File: config.mk
export PLATFORM = sky130hd
export DESIGN_NAME = i2c_master_bit_sequencer_core
export DESIGN_NICKNAME = d
export VERILOG_FILES = /design/src/hdl/i2cms_pkg.sv /design/src/hdl/i2cms_seq.sv /design/src/hdl/i2c_master_bit_sequencer_core.sv
export SDC_FILE = /design/constraint.sdc
export NUM_CORES = 1
export LEC_CHECK = 0
export ABC_AREA = 1
export BUFFER_PORTS_ARGS = -buffer_cell sky130_fd_sc_hd__buf_2
export CAP_MARGIN = 20
export CORE_UTILIZATION = 50
export DETAILED_ROUTE_END_ITERATION = 8
export PLACE_DENSITY = 0.67
export SLEW_MARGIN = 25
export SYNTH_ARGS = -nofsm -noshare
export SYNTH_HDL_FRONTEND = slang
export SYNTH_HIERARCHICAL = 1
export SYNTH_SLANG_ARGS = --single-unit
File: constraint.sdc
create_clock -name i_clk -period 4.32 [get_ports i_clk]
set_clock_uncertainty 0.15 [all_clocks]
set_input_delay 0.216 -clock i_clk [delete_from_list [all_inputs] [get_ports i_clk]]
set_output_delay 0.216 -clock i_clk [all_outputs]
set_load 0.02 [all_outputs]
File: src/hdl/i2cms_pkg.sv
// types and constants shared by the i2c master bit sequencer
package i2cms_pkg;

    localparam logic [2:0] FUNC_START    = 3'd0;
    localparam logic [2:0] FUNC_STOP     = 3'd1;
    localparam logic [2:0] FUNC_WRITE    = 3'd2;
    localparam logic [2:0] FUNC_READ     = 3'd3;
    localparam logic [2:0] FUNC_WAIT_ACK = 3'd4;

    localparam int unsigned CFG_INDEX_W = 8;
    localparam logic [CFG_INDEX_W-1:0] CFG_UNIT_TICKS     = 8'd0;
    localparam logic [CFG_INDEX_W-1:0] CFG_ACK_POLL_LIMIT = 8'd1;

    localparam logic [15:0] UNIT_TICKS_RESET     = 16'd1;
    localparam logic [7:0]  ACK_POLL_LIMIT_RESET = 8'd250;

    typedef struct packed {
        logic       cmd_valid;
        logic [2:0] func;
        logic [7:0] tx_byte;
        logic       send_ack;
        logic       sda_in;
    } t_in_item;

    typedef struct packed {
        logic       scl;
        logic       sda_out;
        logic       sda_drive;
        logic       busy_res;
        logic       done_res;
        logic [7:0] rx_byte;
        logic       ack_error;
    } t_out_item;

    typedef struct packed {
        logic [15:0] unit_ticks;
        logic [7:0]  ack_poll_limit;
    } t_cfg;

endpackage

File: src/hdl/i2cms_seq.sv
// bus phase sequencer: holds pin and phase state, steps once per tick
module i2cms_seq (
    input  logic                i_clk,
    input  logic                i_rst_n,
    input  logic                i_step,
    input  i2cms_pkg::t_in_item i_item,
    input  i2cms_pkg::t_cfg     i_cfg,
    output i2cms_pkg::t_out_item o_res
);

    typedef enum logic [4:0] {
        S_IDLE, S_ST_A, S_ST_B,
        S_SP_A, S_SP_B, S_SP_C, S_SP_CHK, S_SP_PLO, S_SP_PHI, S_SP_PSD, S_SP_TAIL,
        S_WB_SET, S_WB_HI, S_WB_LO,
        S_RB_LO, S_RB_HI, S_AK_LO, S_AK_SD, S_AK_HI, S_NK_LO, S_NK_HI,
        S_WA_SD, S_WA_HI, S_WA_POLL
    } t_state;

    t_state      r_state, n_state;
    logic [17:0] r_delay, n_delay;
    logic [3:0]  r_bit, n_bit;
    logic [7:0]  r_shift, n_shift;
    logic [7:0]  r_poll, n_poll;
    logic        r_ack, n_ack;
    logic        r_err, n_err;
    logic [7:0]  r_rx, n_rx;
    logic        r_scl, n_scl;
    logic        r_sda, n_sda;
    logic        r_drv, n_drv;
    logic        n_done;

    logic [15:0] w_unit;
    logic [17:0] w_d1, w_d2, w_d4;
    logic [3:0]  w_bit_inc;
    logic [7:0]  w_poll_cur;

    // a zero unit count behaves as one tick per unit
    assign w_unit    = (i_cfg.unit_ticks == 16'd0) ? 16'd1 : i_cfg.unit_ticks;
    assign w_d1      = {2'b00, w_unit} - 18'd1;
    assign w_d2      = {1'b0, w_unit, 1'b0} - 18'd1;
    assign w_d4      = {w_unit, 2'b00} - 18'd1;
    assign w_bit_inc = r_bit + 4'd1;
    assign w_poll_cur = (r_state == S_WA_HI) ? 8'd0 : r_poll;

    always_comb begin
        n_state = r_state;
        n_delay = r_delay;
        n_bit   = r_bit;
        n_shift = r_shift;
        n_poll  = r_poll;
        n_ack   = r_ack;
        n_err   = r_err;
        n_rx    = r_rx;
        n_scl   = r_scl;
        n_sda   = r_sda;
        n_drv   = r_drv;
        n_done  = 1'b0;
        if (r_state == S_IDLE) begin
            if (i_item.cmd_valid) begin
                case (i_item.func)
                    i2cms_pkg::FUNC_START: begin
                        n_drv = 1'b1; n_sda = 1'b1; n_scl = 1'b1;
                        n_state = S_ST_A; n_delay = w_d4;
                    end
                    i2cms_pkg::FUNC_STOP: begin
                        n_drv = 1'b1; n_scl = 1'b0;
                        n_state = S_SP_A; n_delay = w_d2;
                    end
                    i2cms_pkg::FUNC_WRITE: begin
                        n_shift = i_item.tx_byte;
                        n_bit = 4'd0;
                        n_drv = 1'b1; n_scl = 1'b0;
                        n_sda = i_item.tx_byte[7];
                        n_state = S_WB_SET; n_delay = w_d2;
                    end
                    i2cms_pkg::FUNC_READ: begin
                        n_shift = 8'd0;
                        n_bit = 4'd0;
                        n_ack = i_item.send_ack;
                        n_drv = 1'b0; n_scl = 1'b0;
                        n_state = S_RB_LO; n_delay = w_d2;
                    end
                    i2cms_pkg::FUNC_WAIT_ACK: begin
                        n_drv = 1'b0; n_sda = 1'b1;
                        n_state = S_WA_SD; n_delay = w_d1;
                    end
                    default: begin
                        n_state = S_IDLE;
                    end
                endcase
            end
        end else if (r_delay != 18'd0) begin
            n_delay = r_delay - 18'd1;
        end else begin
            case (r_state)
                S_ST_A: begin n_sda = 1'b0; n_state = S_ST_B; n_delay = w_d4; end
                S_ST_B: begin n_scl = 1'b0; n_state = S_IDLE; n_delay = '0; n_done = 1'b1; end

                S_SP_A: begin n_sda = 1'b0; n_state = S_SP_B; n_delay = w_d4; end
                S_SP_B: begin n_scl = 1'b1; n_state = S_SP_C; n_delay = w_d2; end
                S_SP_C: begin n_sda = 1'b1; n_state = S_SP_CHK; n_delay = '0; end
                S_SP_CHK: begin
                    // slave still holding sda low: clock it out
                    if (!i_item.sda_in) begin
                        n_scl = 1'b0; n_state = S_SP_PLO; n_delay = '0;
                    end else begin
                        n_state = S_SP_TAIL; n_delay = w_d4;
                    end
                end
                S_SP_PLO: begin n_scl = 1'b1; n_state = S_SP_PHI; n_delay = w_d1; end
                S_SP_PHI: begin n_sda = 1'b1; n_state = S_SP_PSD; n_delay = w_d1; end
                S_SP_PSD: begin n_state = S_SP_CHK; n_delay = '0; end
                S_SP_TAIL: begin n_state = S_IDLE; n_delay = '0; n_done = 1'b1; end

                S_WB_SET: begin n_scl = 1'b1; n_state = S_WB_HI; n_delay = w_d2; end
                S_WB_HI: begin n_scl = 1'b0; n_state = S_WB_LO; n_delay = w_d2; end
                S_WB_LO: begin
                    n_bit = w_bit_inc;
                    n_shift = {r_shift[6:0], 1'b0};
                    if (w_bit_inc < 4'd8) begin
                        n_sda = r_shift[6];
                        n_state = S_WB_SET; n_delay = w_d2;
                    end else begin
                        n_state = S_IDLE; n_delay = '0; n_done = 1'b1;
                    end
                end

                S_RB_LO: begin
                    n_scl = 1'b1;
                    n_shift = {r_shift[6:0], i_item.sda_in};
                    n_state = S_RB_HI; n_delay = w_d1;
                end
                S_RB_HI: begin
                    n_bit = w_bit_inc;
                    n_scl = 1'b0;
                    if (w_bit_inc < 4'd8) begin
                        n_state = S_RB_LO; n_delay = w_d2;
                    end else begin
                        n_rx = r_shift;
                        n_drv = 1'b1;
                        n_delay = w_d2;
                        if (r_ack) begin
                            n_state = S_AK_LO;
                        end else begin
                            n_sda = 1'b1;
                            n_state = S_NK_LO;
                        end
                    end
                end
                S_AK_LO: begin n_sda = 1'b0; n_state = S_AK_SD; n_delay = w_d2; end
                S_AK_SD: begin n_scl = 1'b1; n_state = S_AK_HI; n_delay = w_d2; end
                S_AK_HI: begin n_scl = 1'b0; n_state = S_IDLE; n_delay = '0; n_done = 1'b1; end
                S_NK_LO: begin n_scl = 1'b1; n_state = S_NK_HI; n_delay = w_d2; end
                S_NK_HI: begin n_scl = 1'b0; n_state = S_IDLE; n_delay = '0; n_done = 1'b1; end

                S_WA_SD: begin n_scl = 1'b1; n_state = S_WA_HI; n_delay = w_d1; end
                S_WA_HI, S_WA_POLL: begin
                    n_poll = w_poll_cur;
                    if (!i_item.sda_in) begin
                        n_scl = 1'b0; n_err = 1'b0;
                        n_state = S_IDLE; n_delay = '0; n_done = 1'b1;
                    end else if (w_poll_cur >= i_cfg.ack_poll_limit) begin
                        // timeout: flag it and release the bus with a stop
                        n_err = 1'b1;
                        n_drv = 1'b1; n_scl = 1'b0;
                        n_state = S_SP_A; n_delay = w_d2;
                    end else begin
                        n_poll = w_poll_cur + 8'd1;
                        n_state = S_WA_POLL; n_delay = '0;
                    end
                end

                default: begin n_state = S_IDLE; n_delay = '0; n_done = 1'b1; end
            endcase
        end
    end

    always_ff @(posedge i_clk) begin
        if (!i_rst_n) begin
            r_state <= S_IDLE;
            r_delay <= '0;
            r_bit   <= '0;
            r_shift <= '0;
            r_poll  <= '0;
            r_ack   <= 1'b0;
            r_err   <= 1'b0;
            r_rx    <= '0;
            r_scl   <= 1'b1;
            r_sda   <= 1'b1;
            r_drv   <= 1'b1;
        end else if (i_step) begin
            r_state <= n_state;
            r_delay <= n_delay;
            r_bit   <= n_bit;
            r_shift <= n_shift;
            r_poll  <= n_poll;
            r_ack   <= n_ack;
            r_err   <= n_err;
            r_rx    <= n_rx;
            r_scl   <= n_scl;
            r_sda   <= n_sda;
            r_drv   <= n_drv;
        end
    end

    always_comb begin
        o_res.scl       = n_scl;
        o_res.sda_out   = n_sda;
        o_res.sda_drive = n_drv;
        o_res.busy_res  = (n_state != S_IDLE);
        o_res.done_res  = n_done;
        o_res.rx_byte   = n_rx;
        o_res.ack_error = n_err;
    end

endmodule

File: src/hdl/i2c_master_bit_sequencer_core.sv
// top level: item handshake, configuration registers and result register
// I2C master bit sequencer. Each accepted input item is one bus tick; the block
// takes one item every clock while the output is not stalled and returns exactly
// one result item per input item, through the input register and then the result
// register. The input register feeds the phase update (pins, delay counter, shift
// and poll state), whose outcome is captured in the result register; a stall on
// the result side holds the pipeline and backs up to the input stall.
// Configuration writes are always ready: index 0 sets unit_ticks, index 1 sets
// ack_poll_limit, other indexes are ignored.
module i2c_master_bit_sequencer_core (
    input  logic                                 i_clk,
    input  logic                                 i_rst_n,
    input  logic                                 i_in_valid,
    output logic                                 o_in_stall,
    input  i2cms_pkg::t_in_item                  i_in_data,
    output logic                                 o_out_valid,
    input  logic                                 i_out_stall,
    output i2cms_pkg::t_out_item                 o_out_data,
    input  logic                                 i_cfg_valid,
    output logic                                 o_cfg_ready,
    input  logic [i2cms_pkg::CFG_INDEX_W-1:0]    i_cfg_index,
    input  logic [15:0]                          i_cfg_data
);

    i2cms_pkg::t_in_item  r_in;
    logic                 r_in_vld;
    i2cms_pkg::t_out_item r_out;
    logic                 r_out_vld;
    i2cms_pkg::t_cfg      r_cfg;
    i2cms_pkg::t_out_item w_res;
    logic                 w_out_free;
    logic                 w_step;

    assign w_out_free  = !r_out_vld || !i_out_stall;
    assign w_step      = r_in_vld && w_out_free;
    assign o_in_stall  = r_in_vld && !w_out_free;
    assign o_out_valid = r_out_vld;
    assign o_out_data  = r_out;
    assign o_cfg_ready = 1'b1;

    i2cms_seq u_seq (
        .i_clk   (i_clk),
        .i_rst_n (i_rst_n),
        .i_step  (w_step),
        .i_item  (r_in),
        .i_cfg   (r_cfg),
        .o_res   (w_res)
    );

    always_ff @(posedge i_clk) begin
        if (!i_rst_n) begin
            r_in_vld  <= 1'b0;
            r_out_vld <= 1'b0;
            r_cfg.unit_ticks     <= i2cms_pkg::UNIT_TICKS_RESET;
            r_cfg.ack_poll_limit <= i2cms_pkg::ACK_POLL_LIMIT_RESET;
        end else begin
            if (!o_in_stall) begin
                r_in_vld <= i_in_valid;
            end
            if (w_out_free) begin
                r_out_vld <= w_step;
            end
            if (i_cfg_valid && o_cfg_ready) begin
                case (i_cfg_index)
                    i2cms_pkg::CFG_UNIT_TICKS:     r_cfg.unit_ticks <= i_cfg_data;
                    i2cms_pkg::CFG_ACK_POLL_LIMIT: r_cfg.ack_poll_limit <= i_cfg_data[7:0];
                    default: begin
                    end
                endcase
            end
        end
    end

    // payload registers
    always_ff @(posedge i_clk) begin
        if (!o_in_stall) begin
            r_in <= i_in_data;
        end
        if (w_step) begin
            r_out <= w_res;
        end
    end

endmodule
### Word level (Yosys, flattened, before mapping)

Index checks and enable logic that the tools add are counted.

* bits in writable memories: 0
* bits in read-only memories: 0
* word-level logic and storage cells: 177
* output and inout port bits: 17
* input port bits: 43
* register bits: 110
* bits in latches: 0
* memories: 0

* reductions and logical operators: 38
* multiply operators: 0
* eq/ne operators: 32
* order comparisons: 2
* multiplexer cells: 70
* shift operators: 0
* bitwise operators: 2
* add/subtract/negate cells: 6
* divide/modulo/power cells: 0

Operator list (count)
* 18-bit 2-to-1 mux: 7
* 18-bit case mux with 6 select lines: 1
* 5-bit case mux with 17 select lines: 1
* 8-bit 2-to-1 mux: 10
* 18-bit case mux with 3 select lines: 1
* 5-bit == test (second input constant): 8
* 18-bit by 1-bit subtractor with 18-bit output (second input constant): 2
* 5-bit by 4-bit == test with 1-bit output (second input constant): 7
* 8-bit case mux with 2 select lines: 2
* 5-bit 2-to-1 mux: 6
* 4-bit 2-to-1 mux: 7
* 1-bit 2-to-1 mux: 25
* 5-bit case mux with 5 select lines: 1
* 5-bit by 3-bit == test with 1-bit output (second input constant): 4
* 18-bit nonzero test: 1
* 2-bit OR reduction: 9
* 17-bit by 1-bit subtractor with 18-bit output (second input constant): 1
* 16-bit by 1-bit subtractor with 17-bit output (second input constant): 1
* 16-bit logical NOT: 1
* 16-bit 2-to-1 mux: 1
* 16-bit OR reduction: 1
* 7-bit OR reduction: 2
* 5-bit by 2-bit == test with 1-bit output (second input constant): 2
* 5-bit AND reduction: 2
* other kinds (33): 47

### Logic depth before layout (Yosys ltp)

* depth in word-level cells: 9
* gate-level depth with buffers: 27
* mapped depth without buffers: 26

### Modules after synthesis

Netlist, hierarchy kept.

By module, submodules not included
* i2cms_seq: instances 1, area each 5315.1 um^2, sequential area each 1121.1 um^2, cells each 930
* i2c_master_bit_sequencer_core: instances 1, area each 2024.4 um^2, sequential area each 1361.3 um^2, cells each 191

### Least setup slack after synthesis

No wires, ideal clock.

* path type: reg-to-reg
* from: register r_out_vld, in the netlist o_out_valid
* to: register u_seq.r_delay[0]
* path slack: 1186 ps
* library setup time: 125 ps
* arrival: 2859 ps
* period minus slack after synthesis: 3134 ps
* required time: 4045 ps
* buffers on the path: 1
* cell stages (with the launch flop): 8
* path through: dfxtp_1 -> a21oi_1 -> clkinv_1 -> a21oi_1 -> inv_1 -> clkbuf_1 -> a211oi_1 -> a21oi_1

* word-level cells in the longest chain between the ends: 4

Ends and longest elaborated chain
* from (decl): line i2c_master_bit_sequencer_core.sv:28 `logic r_out_vld;`
* from (signal assigned): line i2c_master_bit_sequencer_core.sv:61 `r_out_vld <= w_step;`
* 1-bit logical NOT: line i2c_master_bit_sequencer_core.sv:34 `assign w_out_free = !r_out_vld || !i_out_stall;`
* 1-bit logical OR: line i2c_master_bit_sequencer_core.sv:34
* 1-bit logical AND: line i2c_master_bit_sequencer_core.sv:35 `assign w_step = r_in_vld && w_out_free;`
* via w_step: line i2c_master_bit_sequencer_core.sv:32 `logic w_step;`
* 3-bit AND reduction (no line)
* to (signal assigned): line i2cms_seq.sv:193 `r_delay <= n_delay;`
* to (decl): line i2cms_seq.sv:20 `logic [17:0] r_delay, n_delay;`

The timed path passes the listed nets, and every way through them passes these cells.
A chain may end at the register's enable or synchronous reset.

### Worst setup path after layout

* from: register u_seq.r_state[0]
* to: register u_seq.r_poll[2]

* word-level cells in the longest chain between the ends: 5
* elaborated cells between the ends (all ways): 11
* classes of those cells: 1 x add/sub; 1 x order compare; 2 x eq/ne; 3 x mux; 1 x bitwise; 3 x reduce/logical

Ends and longest elaborated chain
* from (decl): line i2cms_seq.sv:19 `t_state r_state, n_state;`
* from (signal assigned): line i2cms_seq.sv:192 `r_state <= n_state;`
* 5-bit == test: line i2cms_seq.sv:43, i2cms_seq.sv:95
* 8-bit 2-to-1 mux: line i2cms_seq.sv:43 `assign w_poll_cur = (r_state == S_WA_HI) ? 8'd0 : r_poll;`
* 8-bit by 1-bit adder with 8-bit output or 8-bit >= comparator (tied branches): line i2cms_seq.sv:168, i2cms_seq.sv:162
* 8-bit 2-to-1 mux: line i2cms_seq.sv:162 `end else if (w_poll_cur >= i_cfg.ack_poll_limit) begin`
* 8-bit 2-to-1 mux: line i2cms_seq.sv:159 `if (!i_item.sda_in) begin`
* to (signal assigned): line i2cms_seq.sv:196 `r_poll <= n_poll;`
* to (decl): line i2cms_seq.sv:23 `logic [7:0] r_poll, n_poll;`

Several ways; a longest one is shown, not always the timed one.

==> impl_metrics.env <==
export IMPL_gr_total_overflow=0
export IMPL_dieArea_mm2=0.0152
export IMPL_routed_wl_mm=19.8
export IMPL_cts_setup_buffers=0
export IMPL_crit_arrival_ps=3290
export IMPL_critPathKind="reg -> reg"
export IMPL_first_pass_iters=5
export IMPL_syn_to_final_growth_pct=12.3
export IMPL_die_x_um=123
export IMPL_fin_nets=1236
export IMPL_grt_antenna_before_repair=0
export IMPL_port_buffers=58
export IMPL_end_kind="flop"
export IMPL_setup_violations_final=0
export IMPL_synth_area_top_cells="dfxtp_1 22%, nand2_1 14%, edfxtp_1 11%"
export IMPL_hold_viol=0
export IMPL_detail_route_wl_per_cell_um=14.5
export IMPL_avgViaCountPerCell=5.26
export IMPL_ys_ff_latch=110
export IMPL_maxSlewViolCount=0
export IMPL_crit_top_cell="nand2_1"
export IMPL_diodes=0
export IMPL_synth_avg_cell_area_um2=6.55
export IMPL_path_clk_slew_ps=70
export IMPL_ys_types=55
export IMPL_syn_area_mm2=0.00734
export IMPL_fmax_mhz=313
export IMPL_cap_violations=0
export IMPL_worst_path_buf_inv=6
export IMPL_vias=7197
export IMPL_yosysMostFrequentCell="nand2_1"
export IMPL_crit_chain="inv_2 -> nand2_1 -> inv_1 -> nand2_1 -> inv_1 -> nor2_1 -> inv_1 -> ha_1 -> inv_1 -> nand2_1 -> nand2_1 -> nand2_1 -> nand2_1 -> nand2_1 -> nand2_1 -> nand2_1 -> nand2_1 -> nand2_1 -> nor2_1 -> inv_1 -> nor3_1 -> nand2_1 -> nand2_1 -> nor2_1"
export IMPL_rows=43
export IMPL_min_period_over_period_pct=74.0
export IMPL_drc_errors=0
export IMPL_cts_sinks=110
export IMPL_status="finished clean"
export IMPL_initialDrtViolationCount=623
export IMPL_postCtsHoldBufs=22
export IMPL_critical_path_max_stage_delay_ps=470
export IMPL_required_ps=4410
export IMPL_cts_root_buf="clkbuf_16"
export IMPL_ys_flop_type="dfxtp_1"
export IMPL_ios=60
export IMPL_grt_max_degree=51
export IMPL_hold_class="in -> reg"
export IMPL_cts_tree="built"
export IMPL_critPathTopFamily="simple AND/OR/NAND/NOR gates"
export IMPL_cts_resized=0
export IMPL_synth_edff_count=28
export IMPL_dpl_worst_slack_ps=1130
export IMPL_globalplace_congestion=0.982
export IMPL_powerDensity_mw_per_mm2=322
export IMPL_synth_common_cells="282 x nand2_1, 154 x nor2_1, 151 x inv_1"
export IMPL_setup_slack_ps=1120
export IMPL_synth_top_area_share_pct=22.4
export IMPL_yosys_area_top_type="dfxtp_1"
export IMPL_yosys_warnings=6
export IMPL_yosysSeqAreaShare_pct=33.8
export IMPL_fin_crit_ps=3200
export IMPL_rsz0062_at_grt="no"
export IMPL_slew_headroom_pct=49.5
export IMPL_clk_latency_ps=360
export IMPL_start_util_pct=52.1
export IMPL_tightest_slew_ps=756
export IMPL_cts_buffers=9
export IMPL_ctsLongestPathBuffers=2
export IMPL_leakage_nw=3.93
export IMPL_async_flop_share_pct=0
export IMPL_core_mm2=0.0141
export IMPL_antenna_left=0
export IMPL_hpwl_mm=14.6
export IMPL_die_h_um=123
export IMPL_grt_pass1_wl_mm=33.0
export IMPL_grt_pass1_vias=6714
export IMPL_grt_usage_pct=27.8
export IMPL_dpl_cell_area_mm2=0.00771
export IMPL_total_power_w=0.00265
export IMPL_ir_drop_uv=232
export IMPL_crit_slowest_cell="dfxtp_1"
export IMPL_netlist_instances=1121
export IMPL_stdcell_area_mm2=0.00825
export IMPL_timing_setup_tns_ps=0
export IMPL_start_kind="flop"
export IMPL_htree_levels=3
export IMPL_syn_num_nets=1175
export IMPL_critPathMaxFanout=7
export IMPL_drive_above_1_share_pct=11.4
==> cell families (layout without fill, tap and decap cells) <==
group / after synthesis / count (layout) / synth area share (%)
AOI/OAI and AO/OA: 193 / 193 / 15.2
xor gates and xnor gates: 25 / 25 / 2.98
adders and majority gates: 11 / 11 / 1.88
buffers and inverters: 198 / 264 / 11.1
DFF: 110 / 110 / 33.8
other: 1 / 1 / 0.0511
and+or+nand+nor: 583 / 583 / 35.0
==> worst min-delay path, stage by stage <==
cell      delay, ps
buf_2           110
nand2_1          70
a21boi_0         80
==> cell usage in the layout, fill, tap and decap left out, types with 3 or more instances in the layout <==
cell type,synthesis,routed
o22ai_1,4,4
nor2_2,11,12
o211ai_1,7,7
nand4_1,11,11
a211oi_1,4,4
a21oi_1,76,75
xor2_1,16,16
o21ai_2,8,8
inv_8,0,3
a221oi_1,3,3
nor2_1,154,153
nor2_4,5,5
o21ai_1,13,13
dfxtp_1,82,82
o2111ai_1,3,3
a22oi_1,4,4
clkbuf_16,0,10
xnor2_1,9,9
edfxtp_1,28,28
a31oi_1,7,7
nor4_1,6,6
nand3_1,80,80
ha_1,11,11
buf_4,9,9
inv_2,7,7
nand2_1,282,282
nand3b_1,4,4
o21ai_0,53,53
nand2_2,6,6
dlygate4sd3_1,0,22
buf_2,6,58
inv_1,151,151
nor3_1,10,10
==> through the flow <==
stage	hold slack, ps	util, %	cells
floorplan	165	-	1121
global placement	243	54.7	1329
detailed placement	244	54.7	1329
CTS	11.9	58.5	1367
global route	38.8	58.5	1367
finish	21.1	58.5	1367
==> layer usage <==
layer	GRT usage, %	part of all wire, %
met1	38.3	48
met2	45.2	45
met3	3.92	5.2
met4	7.76	1.7
met5	0	0
==> layout make-up <==
cell class,instances,area [um^2]
sequential,110,2480
inverter,159,597
clock buffer,10,250
tap,180,225
clock inverter,6,67.6
fill,1438,5850
multi-input combinational,813,4050
timing repair buffer,89,578
==> power breakdown <==
group | total (W) | leakage, nW | internal [W] | switching (W)
Sequential | 0.00115 | 0.948 | 0.00111 | 0.0000391
Clock | 0.000863 | 0.157 | 0.000447 | 0.000415
Combinational | 0.000643 | 2.82 | 0.000212 | 0.000431
==> final timing paths <==
check              startpoint          endpoint  slack [ps]  cells after the start
min               i_out_stall       o_out_valid          20                      3
max reg2reg  u_seq/r_state[0]   u_seq/r_poll[2]        1120                     24
min reg2reg  u_seq/r_shift[7]  u_seq/r_shift[7]         300                      2
max          u_seq/r_state[0]   u_seq/r_poll[2]        1120                     24
==> state kept, by name (all words and copies together), names as in the netlist, 4 cells and up <==
signal / flops
u_seq/r_state: 5
u_seq/r_delay: 18
u_seq/r_rx: 8
r_in: 14
o_out_data: 14
u_seq/r_shift: 8
u_seq/r_bit: 4
r_cfg: 24
u_seq/r_poll: 8
Note: power is estimated with default switching activity, not from simulation.
